==> src/hdl/dcpsp_pkg.sv <==
// ----------------------------------------------------------------------------
// dcpsp_pkg
// shared types and constants of the polygon stream parser
// ----------------------------------------------------------------------------
package dcpsp_pkg;

    localparam int unsigned CFG_IDX_W  = 2;
    localparam int unsigned CFG_DATA_W = 32;

    localparam logic [CFG_IDX_W-1:0] REG_FORMAT_VERSION = 2'd0;
    localparam logic [CFG_IDX_W-1:0] REG_RECORD_COUNT   = 2'd1;
    localparam logic [CFG_IDX_W-1:0] REG_COLOR_PRESENT  = 2'd2;

    localparam logic [7:0] LINEARRING    = 8'd1;
    localparam logic [7:0] OUTERBOUNDARY = 8'd2;
    localparam logic [7:0] INNERBOUNDARY = 8'd3;
    localparam logic [7:0] MULTIGEOMETRY = 8'd4;

    localparam logic signed [15:0] LAT_MIN = -16'sd10800;
    localparam logic signed [15:0] LAT_MAX =  16'sd10800;
    localparam logic signed [15:0] LON_MIN = -16'sd21600;
    localparam logic signed [15:0] LON_MAX =  16'sd21600;

    typedef enum logic [1:0] {
        KIND_HEADER = 2'd0,
        KIND_COORD  = 2'd1,
        KIND_DONE   = 2'd2
    } t_kind;

    typedef enum logic [4:0] {
        PH_START, PH1_ID, PH1_NABS, PH1_FLAG, PH1_COLOR,
        PH2_FLAG, PH2_ID, PH2_COLOR, PH2_NABS, PH2_MSIZE,
        PHM_FLAG, PHM_ID, PHM_NABS,
        PHN_LAT, PHN_LON, PHN_CNT, PHD_LAT, PHD_LON
    } t_phase;

    typedef struct packed {
        logic [1:0]  kind;
        logic [7:0]  geometry_type;
        logic [31:0] placemark_id;
        logic        new_placemark;
        logic [7:0]  color_index;
        logic        color_valid;
        logic        in_multi;
        logic [15:0] latitude;
        logic [15:0] longitude;
        logic        absolute_node;
        logic        error_seen;
    } t_result;

    localparam int unsigned RES_W = $bits(t_result);
    localparam int unsigned TDATA_W = 88;

    function automatic logic in_range(logic [15:0] lat, logic [15:0] lon);
        return ($signed(lat) >= LAT_MIN) && ($signed(lat) <= LAT_MAX) &&
               ($signed(lon) >= LON_MIN) && ($signed(lon) <= LON_MAX);
    endfunction

endpackage

==> src/hdl/dcpsp_parser.sv <==
// ----------------------------------------------------------------------------
// dcpsp_parser
// record field state machine; one byte in, at most one result out
// ----------------------------------------------------------------------------
module dcpsp_parser (
    input  logic                          i_clk,
    input  logic                          i_rst_n,
    input  logic                          i_cfg_we,
    input  logic [dcpsp_pkg::CFG_IDX_W-1:0]  i_cfg_idx,
    input  logic [dcpsp_pkg::CFG_DATA_W-1:0] i_cfg_data,
    input  logic                          i_byte_vld,
    input  logic [7:0]                    i_byte,
    output logic                          o_res_vld,
    output dcpsp_pkg::t_result            o_res
);
    import dcpsp_pkg::*;

    t_phase      r_phase, n_phase;
    logic [2:0]  r_cnt, n_cnt;
    logic [31:0] r_shift, n_shift;
    logic [31:0] r_recs, n_recs;
    logic [7:0]  r_mleft, n_mleft;
    logic [31:0] r_aleft, n_aleft;
    logic [14:0] r_dleft, n_dleft;
    logic [15:0] r_alat, n_alat, r_alon, n_alon;
    logic [31:0] r_prev, n_prev, r_cur, n_cur;
    logic [7:0]  r_flag, n_flag, r_col, n_col;
    logic        r_multi, n_multi, r_err, n_err, r_fin, n_fin;
    logic [1:0]  r_ver;
    logic        r_colp;

    logic [31:0] sh;
    logic [2:0]  cnt_inc;
    logic        full2, full4, np;
    logic [15:0] dlat, dlon, clat, clon;
    t_phase      ph;
    logic        cap;
    t_result     res;

    always_comb begin
        n_phase = r_phase; n_cnt = r_cnt; n_shift = r_shift; n_recs = r_recs;
        n_mleft = r_mleft; n_aleft = r_aleft; n_dleft = r_dleft;
        n_alat = r_alat; n_alon = r_alon; n_prev = r_prev; n_cur = r_cur;
        n_flag = r_flag; n_col = r_col; n_multi = r_multi; n_err = r_err; n_fin = r_fin;
        res = '0;
        cap = 1'b0;
        ph = r_phase;
        sh = (r_cnt == 3'd0) ? {24'd0, i_byte} : {r_shift[23:0], i_byte};
        cnt_inc = r_cnt + 3'd1;
        full2 = (cnt_inc >= 3'd2);
        full4 = (cnt_inc >= 3'd4);
        np = (r_cur != r_prev);
        dlat = r_alat + {{8{r_shift[7]}}, r_shift[7:0]};
        dlon = r_alon + {{8{i_byte[7]}}, i_byte};
        clat = '0;
        clon = '0;
        if (i_byte_vld && !r_fin) begin
            if (r_phase == PH_START) begin
                if (r_recs == '0 || r_err || (r_ver != 2'd1 && r_ver != 2'd2)) begin
                    res.kind = KIND_DONE;
                    res.color_index = r_col;
                    res.error_seen = r_err;
                    cap = 1'b1;
                    n_fin = 1'b1;
                end else begin
                    ph = (r_ver == 2'd1) ? PH1_ID : PH2_FLAG;
                    sh = {24'd0, i_byte};
                    cnt_inc = 3'd1;
                    full2 = 1'b0;
                    full4 = 1'b0;
                end
            end
            if (!n_fin) begin
                // field assembly shared by the multi-byte phases
                n_shift = sh;
                n_cnt = (full4 || ((ph == PHN_LAT || ph == PHN_LON || ph == PHN_CNT) && full2))
                      ? 3'd0 : cnt_inc;
                case (ph)
                    PH1_ID: if (full4) begin n_cur = sh; n_phase = PH1_NABS; end
                            else n_phase = PH1_ID;
                    PH1_NABS: if (full4) begin n_aleft = sh; n_phase = PH1_FLAG; end
                    PH1_FLAG, PH1_COLOR, PH2_NABS, PH2_MSIZE, PHM_NABS: begin
                        n_cnt = r_cnt;
                        n_shift = r_shift;
                        if (ph == PH2_NABS || ph == PHM_NABS) begin
                            n_cnt = full4 ? 3'd0 : cnt_inc;
                            n_shift = sh;
                        end
                        if (ph == PH1_FLAG) n_flag = i_byte;
                        if (ph == PH1_COLOR) n_col = i_byte;
                        if (ph == PH1_FLAG && i_byte == OUTERBOUNDARY && r_colp) begin
                            n_phase = PH1_COLOR;
                        end else if ((ph == PH2_NABS || ph == PHM_NABS) && !full4) begin
                            n_phase = ph;
                        end else begin
                            cap = 1'b1;
                            res.kind = KIND_HEADER;
                            res.geometry_type = (ph == PH1_FLAG) ? i_byte : r_flag;
                            res.placemark_id = r_cur;
                            res.color_index = (ph == PH1_COLOR) ? i_byte : r_col;
                            res.error_seen = r_err;
                            if (ph == PHM_NABS) begin
                                res.in_multi = 1'b1;
                            end else begin
                                res.new_placemark = np;
                                n_prev = r_cur;
                                res.color_valid = (ph == PH1_COLOR) ||
                                    ((ph == PH2_NABS || ph == PH2_MSIZE) && r_colp && np);
                            end
                            if (ph == PH2_MSIZE) begin
                                n_mleft = i_byte;
                                if (i_byte == 8'd0) begin
                                    n_multi = 1'b0;
                                    if (r_recs != '0) n_recs = r_recs - 32'd1;
                                    n_phase = PH_START;
                                    n_cnt = '0;
                                end else begin
                                    n_multi = 1'b1;
                                    n_phase = PHM_FLAG;
                                end
                            end else begin
                                // begin geometry
                                if (ph == PH2_NABS || ph == PHM_NABS) n_aleft = sh;
                                n_cnt = '0;
                                if (((ph == PH1_FLAG) ? i_byte : r_flag) <= INNERBOUNDARY &&
                                    ((ph == PH2_NABS || ph == PHM_NABS) ? sh : r_aleft) != '0)
                                    n_phase = PHN_LAT;
                                else if (r_multi && r_mleft != 8'd1) begin
                                    n_mleft = r_mleft - 8'd1;
                                    n_phase = PHM_FLAG;
                                end else begin
                                    if (r_multi) n_mleft = r_mleft - 8'd1;
                                    n_multi = 1'b0;
                                    if (r_recs != '0) n_recs = r_recs - 32'd1;
                                    n_phase = PH_START;
                                end
                            end
                        end
                    end
                    PH2_FLAG: begin
                        n_flag = i_byte; n_phase = PH2_ID;
                        n_cnt = '0; n_shift = r_shift;
                    end
                    PH2_ID: if (full4) begin
                        n_cur = sh;
                        if (sh != r_prev && r_colp) n_phase = PH2_COLOR;
                        else n_phase = (r_flag == MULTIGEOMETRY) ? PH2_MSIZE : PH2_NABS;
                    end
                    PH2_COLOR: begin
                        n_col = i_byte; n_cnt = r_cnt; n_shift = r_shift;
                        n_phase = (r_flag == MULTIGEOMETRY) ? PH2_MSIZE : PH2_NABS;
                    end
                    PHM_FLAG: begin
                        n_flag = i_byte; n_cnt = '0; n_shift = r_shift;
                        n_phase = PHM_ID;
                    end
                    PHM_ID: if (full4) n_phase = PHM_NABS;
                    PHN_LAT: if (full2) begin n_alat = sh[15:0]; n_phase = PHN_LON; end
                    PHN_LON: if (full2) begin
                        n_alon = sh[15:0];
                        clat = r_alat; clon = sh[15:0];
                        cap = 1'b1;
                        res.absolute_node = 1'b1;
                        n_phase = PHN_CNT;
                    end
                    PHN_CNT: if (full2) begin
                        if (!sh[15] && sh[15:0] != 16'd0) begin
                            n_dleft = sh[14:0];
                            n_phase = PHD_LAT;
                        end else begin
                            n_aleft = r_aleft - 32'd1;
                            n_phase = PHN_LAT;
                        end
                    end
                    PHD_LAT: begin
                        n_shift = {24'd0, i_byte}; n_cnt = r_cnt;
                        n_phase = PHD_LON;
                    end
                    PHD_LON: begin
                        n_shift = r_shift; n_cnt = r_cnt;
                        clat = dlat; clon = dlon;
                        cap = 1'b1;
                        n_dleft = r_dleft - 15'd1;
                        if (r_dleft != 15'd1) n_phase = PHD_LAT;
                        else begin
                            n_aleft = r_aleft - 32'd1;
                            n_phase = PHN_LAT;
                        end
                    end
                    default: begin
                        n_phase = PH_START; n_cnt = '0;
                    end
                endcase
                // node finished: leave geometry when the anchor count runs out
                if (n_phase == PHN_LAT && (ph == PHN_CNT || ph == PHD_LON) &&
                    n_aleft == '0) begin
                    n_cnt = '0;
                    if (r_multi && r_mleft != 8'd1) begin
                        n_mleft = r_mleft - 8'd1;
                        n_phase = PHM_FLAG;
                    end else begin
                        if (r_multi) n_mleft = r_mleft - 8'd1;
                        n_multi = 1'b0;
                        if (r_recs != '0) n_recs = r_recs - 32'd1;
                        n_phase = PH_START;
                    end
                end
                if (ph == PHN_LON || ph == PHD_LON) begin
                    if (!(ph == PHN_LON && !full2)) begin
                        res.kind = KIND_COORD;
                        res.geometry_type = r_flag;
                        res.placemark_id = r_cur;
                        res.color_index = r_col;
                        res.in_multi = r_multi;
                        res.latitude = clat;
                        res.longitude = clon;
                        if (!in_range(clat, clon)) n_err = 1'b1;
                        res.error_seen = n_err;
                    end
                end
            end
        end
        if (i_cfg_we && i_cfg_idx == REG_RECORD_COUNT) n_recs = i_cfg_data;
    end

    always_ff @(posedge i_clk) begin
        if (!i_rst_n) begin
            r_phase <= PH_START; r_cnt <= '0; r_shift <= '0; r_recs <= '0;
            r_mleft <= '0; r_aleft <= '0; r_dleft <= '0; r_alat <= '0; r_alon <= '0;
            r_prev <= '0; r_cur <= '0; r_flag <= '0; r_col <= '0;
            r_multi <= 1'b0; r_err <= 1'b0; r_fin <= 1'b0;
            r_ver <= 2'd2; r_colp <= 1'b0;
            o_res_vld <= 1'b0;
        end else begin
            r_phase <= n_phase; r_cnt <= n_cnt; r_shift <= n_shift; r_recs <= n_recs;
            r_mleft <= n_mleft; r_aleft <= n_aleft; r_dleft <= n_dleft;
            r_alat <= n_alat; r_alon <= n_alon; r_prev <= n_prev; r_cur <= n_cur;
            r_flag <= n_flag; r_col <= n_col; r_multi <= n_multi; r_err <= n_err;
            r_fin <= n_fin;
            if (i_cfg_we && i_cfg_idx == REG_FORMAT_VERSION) r_ver <= i_cfg_data[1:0];
            if (i_cfg_we && i_cfg_idx == REG_COLOR_PRESENT) r_colp <= i_cfg_data[0];
            o_res_vld <= cap;
        end
    end

    always_ff @(posedge i_clk) begin
        if (cap) o_res <= res;
    end

endmodule

==> src/hdl/dcpsp_skid.sv <==
// ----------------------------------------------------------------------------
// dcpsp_skid
// output register with one skid entry between parser and stream master
// ----------------------------------------------------------------------------
module dcpsp_skid (
    input  logic               i_clk,
    input  logic               i_rst_n,
    input  logic               i_vld,
    input  dcpsp_pkg::t_result i_res,
    output logic               o_space,
    output logic               o_vld,
    input  logic               i_rdy,
    output dcpsp_pkg::t_result o_res
);
    import dcpsp_pkg::*;

    logic    r_vld0, r_vld1;
    t_result r_d0, r_d1;

    assign o_vld   = r_vld0;
    assign o_res   = r_d0;
    // room for the result of a request taken now, counting the one in flight
    assign o_space = !r_vld1 ? (!(r_vld0 && i_vld) || i_rdy) : (!i_vld && i_rdy);

    always_ff @(posedge i_clk) begin
        if (!i_rst_n) begin
            r_vld0 <= 1'b0;
            r_vld1 <= 1'b0;
        end else begin
            if (!r_vld0 || i_rdy) begin
                r_vld0 <= r_vld1 || i_vld;
                r_vld1 <= 1'b0;
            end else if (i_vld) begin
                r_vld1 <= 1'b1;
            end
        end
    end

    always_ff @(posedge i_clk) begin
        if (!r_vld0 || i_rdy) begin
            r_d0 <= r_vld1 ? r_d1 : i_res;
        end else if (i_vld) begin
            r_d1 <= i_res;
        end
    end

endmodule

==> src/hdl/delta_coded_polygon_stream_parser_core.sv <==
// ----------------------------------------------------------------------------
// delta_coded_polygon_stream_parser_core
// byte stream parser for delta coded polygon records
// ----------------------------------------------------------------------------
// One body byte is taken per cycle whenever the output side has room; each
// byte passes through the field state machine and yields
// at most one result, which is registered and buffered in a two-entry skid
// stage, so the sustained rate is one byte per clock under no backpressure.
module delta_coded_polygon_stream_parser_core (
    input  logic        i_clk,
    input  logic        i_rst_n,
    input  logic        i_cfg_we,
    input  logic [dcpsp_pkg::CFG_IDX_W-1:0]  i_cfg_idx,
    input  logic [dcpsp_pkg::CFG_DATA_W-1:0] i_cfg_data,
    input  logic        s_axis_tvalid,
    output logic        s_axis_tready,
    input  logic [7:0]  s_axis_tdata,   // data_byte
    output logic        m_axis_tvalid,
    input  logic        m_axis_tready,
    // geometry_type, placemark_id, new_placemark, color_index, color_valid, in_multi,
    // latitude, longitude, absolute_node, error_seen, zero fill
    output logic [dcpsp_pkg::TDATA_W-1:0] m_axis_tdata,
    output logic [1:0]  m_axis_tuser    // kind
);
    import dcpsp_pkg::*;

    logic    res_vld, space;
    t_result res, out;

    assign s_axis_tready = space;

    dcpsp_parser u_parser (
        .i_clk, .i_rst_n, .i_cfg_we, .i_cfg_idx, .i_cfg_data,
        .i_byte_vld(s_axis_tvalid && space), .i_byte(s_axis_tdata),
        .o_res_vld(res_vld), .o_res(res)
    );

    dcpsp_skid u_skid (
        .i_clk, .i_rst_n, .i_vld(res_vld), .i_res(res), .o_space(space),
        .o_vld(m_axis_tvalid), .i_rdy(m_axis_tready), .o_res(out)
    );

    assign m_axis_tuser = out.kind;
    assign m_axis_tdata = {3'd0, out.error_seen, out.absolute_node, out.longitude,
                           out.latitude, out.in_multi, out.color_valid, out.color_index,
                           out.new_placemark, out.placemark_id, out.geometry_type};

endmodule

==> config.mk <==
export PLATFORM = sky130hd
export DESIGN_NAME = delta_coded_polygon_stream_parser_core
export DESIGN_NICKNAME = d
export VERILOG_FILES = /design/src/hdl/dcpsp_pkg.sv /design/src/hdl/dcpsp_parser.sv /design/src/hdl/dcpsp_skid.sv /design/src/hdl/delta_coded_polygon_stream_parser_core.sv
export SDC_FILE = /design/constraint.sdc
export NUM_CORES = 1
export LEC_CHECK = 0
export ABC_AREA = 1
export CORE_MARGIN = 2
export CORE_UTILIZATION = 23
export DETAILED_ROUTE_END_ITERATION = 8
export DONT_BUFFER_PORTS = 1
export MAX_ROUTING_LAYER = met4
export PLACE_DENSITY = 0.38
export SYNTH_ARGS = -nofsm -noshare
export SYNTH_HDL_FRONTEND = slang
export SYNTH_SLANG_ARGS = --single-unit
==> constraint.sdc <==
create_clock -name i_clk -period 14.5 [get_ports i_clk]
set_clock_uncertainty 0.2 [all_clocks]
set_input_delay 2.9 -clock i_clk [delete_from_list [all_inputs] [get_ports i_clk]]
set_output_delay 2.9 -clock i_clk [all_outputs]
set_load 0.005 [all_outputs]
* Yosys cells after proc, flatten, opt, wreduce, memory -nomap -nowiden *
Cells that the tools add are included.

cells by class
  add/sub/neg operators = 7
  $lt $le $gt $ge = 7
  equality and inequality tests = 34
  muxes and demuxes = 147
  bitwise logic cells = 12
  reductions and logical operators = 81

operators with widths
  kind                                                number
  two-way mux 32 bit                                  28
  two-way mux 87 bit                                  2
  two-way mux 53 bit                                  3
  two-way mux 8 bit                                   16
  one-hot mux 32 bit (4 select lines)                 1
  two-way mux 16 bit                                  6
  two-way mux 5 bit                                   19
  two-way mux 42 bit                                  2
  one-hot mux 24 bit (3 select lines)                 1
  two-way mux 33 bit                                  2
  one-hot mux 5 bit (13 select lines)                 1
  zero test 32 bit                                    2
  inequality test 32 bit                              2
  one-hot mux 16 bit (2 select lines)                 2
  nonzero test 32 bit                                 2
  subtractor 32 x 1 -> 32 bit, second input constant  2
  == test 5 x 4 -> 1 bit, second input constant       9
  two-way mux 1 bit                                   40
  two-way mux 3 bit                                   11
  adder 16 bit                                        2
  one-hot mux 8 bit (2 select lines)                  2
  two-way mux 15 bit                                  2
  one-hot mux 15 bit (2 select lines)                 1
  logical AND 1 bit                                   24
  47 further kinds                                    106

word-level totals
  register bits after elaboration = 501
  input port bits = 47
  output and inout port bits = 92
  word-level logic and storage cells = 342

* Longest topological paths before layout *
  word-level depth = 26
  gate-level depth with buffers = 32
  depth with buffers taken out = 30

* By module *
From an unflattened synthesis, not the netlist that was laid out.

second synthesis, totals
  cell total of the unflattened synthesis = 4176
  area total of the unflattened synthesis = 30020.0 µm²

by module, submodules not included
  module                                  times used  cells an instance  area an instance (µm²)  sequential area each (µm²)
  dcpsp_parser                            1           3701               23458.7                 7377.1
  dcpsp_skid                              1           469                6527.5                  5265.0
  delta_coded_polygon_stream_parser_core  1           6                  33.8                    0.0

* Worst setup path before layout *
OpenSTA, ideal clock, no wires.

  path type = input port to flip-flop
  start point = in m_axis_tready
  end point = reg u_parser.o_res[0] (netlist name), enable pin
  library setup time = 0.852 ns
  arrival = 11.883 ns
  required time = 13.448 ns
  path slack = 1.565 ns
  stages on the path = 13
  buffers on the path = 1
  cell sequence = inv_1 -> nand2_1 -> nor2_1 -> o22ai_1 -> nand3_1 -> nor2_1 -> inv_1 -> nor2_1 -> inv_1 -> nand2_1 -> inv_1 -> clkbuf_1 -> nand2_1

between the ends
  cells in the longest elaborated chain, start to end = 5
  elaborated cells between the ends (all ways) = 6
  classes of those cells = 2 x mux; 4 x reduce/logical

ends and longest elaborated chain
  element                                                       line                                          source
  from (decl)                                                   delta_coded_polygon_stream_parser_core.sv:19  input logic m_axis_tready,
  logical OR 1 bit / logical AND 1 bit (equally long branches)  dcpsp_skid.sv:23                              assign o_space = !r_vld1 ? (!(r_vld0 && i_vld) || i_rdy) : (!i_vld && i_rdy);
  two-way mux 1 bit (*)                                         dcpsp_skid.sv:23
  named net s_axis_tready                                       delta_coded_polygon_stream_parser_core.sv:16  output logic s_axis_tready,
  logical AND 1 bit (*)                                         delta_coded_polygon_stream_parser_core.sv:34  .i_byte_vld(s_axis_tvalid && space), .i_byte(s_axis_tdata),
  logical AND 1 bit (*)                                         dcpsp_parser.sv:57                            if (i_byte_vld && !r_fin) begin
  two-way mux 1 bit (*)                                         dcpsp_parser.sv:57
  named net u_parser.cap                                        dcpsp_parser.sv:37                            logic cap;
  to (signal assigned)                                          dcpsp_parser.sv:247                           if (cap) o_res <= res;
  to (decl)                                                     dcpsp_parser.sv:14                            output dcpsp_pkg::t_result o_res

Mark *: on every way through the listed nets, which the timed path passes. The rest lies on a longest branch.
A chain may end at the register's enable or synchronous reset.

* Worst setup path in the final report *
  start point = in m_axis_tready
  end point = out s_axis_tready

between the ends
  cells in the longest elaborated chain, start to end = 2
  elaborated cells between the ends (all ways) = 3
  classes of those cells = 1 x mux; 2 x reduce/logical

ends and longest elaborated chain
  element                                                       line
  logical OR 1 bit / logical AND 1 bit (equally long branches)  dcpsp_skid.sv:23
  two-way mux 1 bit (*)                                         dcpsp_skid.sv:23
  to (decl)                                                     delta_coded_polygon_stream_parser_core.sv:16

Mark *: on every way between the ends. The rest lies on a longest branch, timed or not.

==> load_flow_metrics.sql <==
INSERT INTO impl_metrics (metric_group, metric, value, unit) VALUES
('clocking', 'cts-root-to-sink-buffers', '3', ''),
('timing', 'setup_viol', '0', ''),
('power', 'power_density_relative_to_cell_area', '249.0', 'nW/µm²'),
('final_layout', 'num-nets-final', '3875', ''),
('grt', 'total_track_usage', '17.43', '%'),
('worst_setup_path', 'crit-reg2reg-capture', 'u_parser.o_res[9]', ''),
('routing', 'drc', '0', ''),
('clocking', 'clock_tree_from_tritoncts', 'yes', ''),
('grt', 'largest_net_degree_at_the_start_of_global_routing', '118', ''),
('routing', 'detail_route.vias_per_cell', '4.738', ''),
('worst_setup_path', 'launching_point_of_the_worst_reg2reg_path', 'u_parser.r_recs[0]', ''),
('floorplan', 'start_util', '23.24', '%'),
('timing', 'finalWorstPathRequiredPeriod', '7.397', 'ns'),
('yosys', 'syn_inst', '3867', ''),
('clocking', 'post-cts-setup-buffers', '0', ''),
('worst_setup_path', 'startpoint_type', 'input port', ''),
('power', 'power_leakage', '13.07', 'nW'),
('worst_setup_path', 'timing.critical_path.slowest_stage_cell', 'sky130_fd_sc_hd__buf_4', ''),
('worst_setup_path', 'criticalPathCategory', 'input port to primary output', ''),
('worst_setup_path', 'setup.reg_to_reg.worst_slack', '7.16', 'ns'),
('routing', 'drt_first_pass_iters', '6', ''),
('final_layout', 'num-fill-cells', '13570', ''),
('floorplan', 'floorplan.die.height', '358.1', 'µm'),
('yosys', 'synthesis.yosys.warnings', '0', ''),
('timing', 'clock.fmax', '135.2', 'MHz'),
('worst_hold_path', 'min_to', 'u_skid.r_d1[30]', ''),
('clocking', 'htree_levels', '3', ''),
('yosys', 'ys_seq_area_share', '43.83', '%'),
('placement', 'place.port_buffers', '0', ''),
('floorplan', 'die-area', '128300', 'µm²'),
('floorplan', 'width_of_the_die', '358.1', 'µm'),
('routing', 'drt-wirelength-per-cell', '20.11', 'µm'),
('routing', 'ant_nets_after_route', '0', ''),
('worst_hold_path', 'worst_hold_path_type', 'register to register', ''),
('power', 'pnr_total_power', '8.133', 'mW'),
('final_layout', 'share_of_cells_above_drive_strength_1', '7.046', '%'),
('timing', 'worstMarginPinSlew', '1.127', 'ns'),
('worst_setup_path', 'worst_ep_arrival_time', '4.30', 'ns'),
('clocking', 'cts_resized', '0', ''),
('power', 'ir_worst_vdd', '0.1158', 'mV'),
('worst_hold_path', 'hold_start', 'u_parser.o_res[30]', ''),
('grt', 'grt_first_pass_wirelength', '163.9', 'mm'),
('grt', 'antenna_found_initial', '4', ''),
('floorplan', 'design.core.area', '124100', 'µm²'),
('worst_setup_path', 'crit_path_end_kind', 'primary output', ''),
('final_layout', 'most-common-layout-cells', 'sky130_fd_sc_hd__nand2_1, sky130_fd_sc_hd__inv_1, sky130_fd_sc_hd__o21ai_0', ''),
('timing', 'final_max_slew_viol_count', '0', ''),
('timing', 'fin_crit_sh', '51.01', '%'),
('yosys', 'synth-seq-cells', '501', ''),
('yosys', 'synth_edf_count', '261', ''),
('final_layout', 'layout.area.seq', '12650', 'µm²'),
('placement', 'place_congestion', '0.9015', ''),
('worst_setup_path', 'crit_path_max_fanout', '46', ''),
('final_layout', 'most_frequent_standard_cell_in_the_layout_excluding_fill_and_tap_cells', 'sky130_fd_sc_hd__nand2_1', ''),
('final_layout', 'area_growth_syn_to_layout', '13.23', '%'),
('grt', 'grt_pass1_vias', '24610', ''),
('clocking', 'cts.hold.buffers_added', '0', ''),
('routing', 'route.vias.total', '25920', ''),
('run_status', 'outcome', 'finished clean', ''),
('grt', 'grt_remaining_overflow', '0', ''),
('timing', 'timing.setup.tns', '0', 'ns'),
('yosys', 'syn_area', '28840', 'µm²'),
('yosys', 'post_synth_num_cell_types', '62', ''),
('clocking', 'clock_latency', '0.68', 'ns'),
('timing', 'rsz0062_at_grt', 'false', ''),
('worst_setup_path', 'cp_required', '11.40', 'ns'),
('worst_setup_path', 'reg2reg_depth', '23', ''),
('routing', 'initialDrtViolationCount', '2367', ''),
('clocking', 'cts-buffers-inserted', '67', ''),
('worst_setup_path', 'critical_path_cell_sequence', 'inv_1 -> nand2_4 -> nor2_4 -> buf_4 -> o22ai_1', ''),
('floorplan', 'rows', '129', '');
-- synth_stat cells (all sizes together), types with 2 or more instances --
cell type | count | area, µm²
o31ai | 7 | 52.55
clkinv | 5 | 18.77
edfxtp | 261 | 7838
o21ai | 401 | 2029
nand3 | 147 | 790.8
a211oi | 57 | 427.9
a22oi | 26 | 195.2
dfxtp | 240 | 4805
a21oi | 291 | 1471
a221oi | 4 | 35.03
clkbuf | 156 | 585.6
a31oi | 28 | 175.2
o21a | 4 | 30.03
o32ai | 4 | 35.03
o211ai | 25 | 187.7
a21boi | 4 | 30.03
nor4 | 26 | 162.7
o2bb2ai | 5 | 43.79
o22ai | 23 | 143.9
o21bai | 2 | 15.01
xor2 | 102 | 893.4
nand2 | 1032 | 3984
a21o | 2 | 15.01
a32o | 4 | 40.04
inv | 416 | 1561
or2 | 4 | 25.02
nor3b | 2 | 15.01
nor2 | 356 | 1429
nor3 | 48 | 255.3
ha | 40 | 500.5
nand3b | 3 | 22.52
fa | 2 | 40.04
nand4 | 59 | 402.9
buf | 47 | 301.5
xnor2 | 25 | 219.0
-- cells by family after synthesis --
group           synth area share [%]
compound gates                 17.24
xor+xnor                       3.856
fa+ha+maj                      1.874
simple gates                   24.63
buf+inv                        8.554
flops                          43.83
other cells                  0.01300
-- layer usage --
| metal | GRT usage, % | routed length, µm | vias up |
|---|---|---|---|
| met1 | 23.63 | 51980 | 12310 |
| met4 | 5.724 | 3056 | 0 |
| met5 | - | 0 | - |
| met3 | 2.687 | 5878 | 149 |
| li1 | - | - | 12770 |
| met2 | 26.42 | 49110 | 686 |
-- how the worst max path moves through the flow --
stage	slack [ns]	startpoint	cells past startpoint	end
after CTS	7.02	m_axis_tready	5	s_axis_tready
after detailed placement	6.47	m_axis_tready	17	u_parser.o_res[74]
after global placement	6.45	m_axis_tready	17	u_parser.o_res[71]
after floorplan	1.57	m_axis_tready	13	u_parser.o_res[0]
after global routing	6.66	u_parser.r_recs[0]	23	u_parser.o_res[23]
final	7.10	m_axis_tready	5	s_axis_tready
-- sequential cells by signal, indices dropped and copies added (netlist names), 24 cells and up --
signal,count
u_parser.o_res,87
u_parser.r_aleft,32
u_parser.r_cur,32
u_parser.r_prev,32
u_parser.r_recs,32
u_parser.r_shift,24
u_skid.o_res,87
u_skid.r_d1,87
-- power by group --
part | leakage (nW) | switching (mW) | internal (mW)
combinational | 7.50 | 2.94 | 1.11
clock | 1.07 | 0.696 | 0.980
sequential | 4.50 | 0.346 | 2.06
-- worst max-delay path: cells and delay by family --
kind | cells | cell delay (ns)
compound gates | 1 | 0.26
buf+inv | 2 | 0.60
simple gates | 2 | 0.52
-- area by class of cell --
| cell class | instances | share of cell area [%] |
|---|---|---|
| antenna | 1 | 0.007662 |
| clock buffer | 86 | 5.666 |
| clock inverter | 29 | 1.004 |
| inverter | 421 | 4.846 |
| multi-input combinational | 2744 | 42.31 |
| sequential | 501 | 38.72 |
| tap | 1637 | 6.271 |
| timing repair buffer | 51 | 1.172 |
-- metrics by stage --
stage          hold slack (ns)  worst slack [ns]  cell area (µm²)  instances
2_1_floorplan           0.2268             1.565            28850       3869
3_3_place_gp            0.2317             6.448            30480       5354
3_5_place_dp            0.2355             6.473            30480       5354
4_1_cts                 0.2467             7.025            32660       5469
5_1_grt                 0.2566             6.662            32660       5470
6_report                0.2456             7.103            32660       5470
No activity file was read; power rests on OpenSTA's default activity.
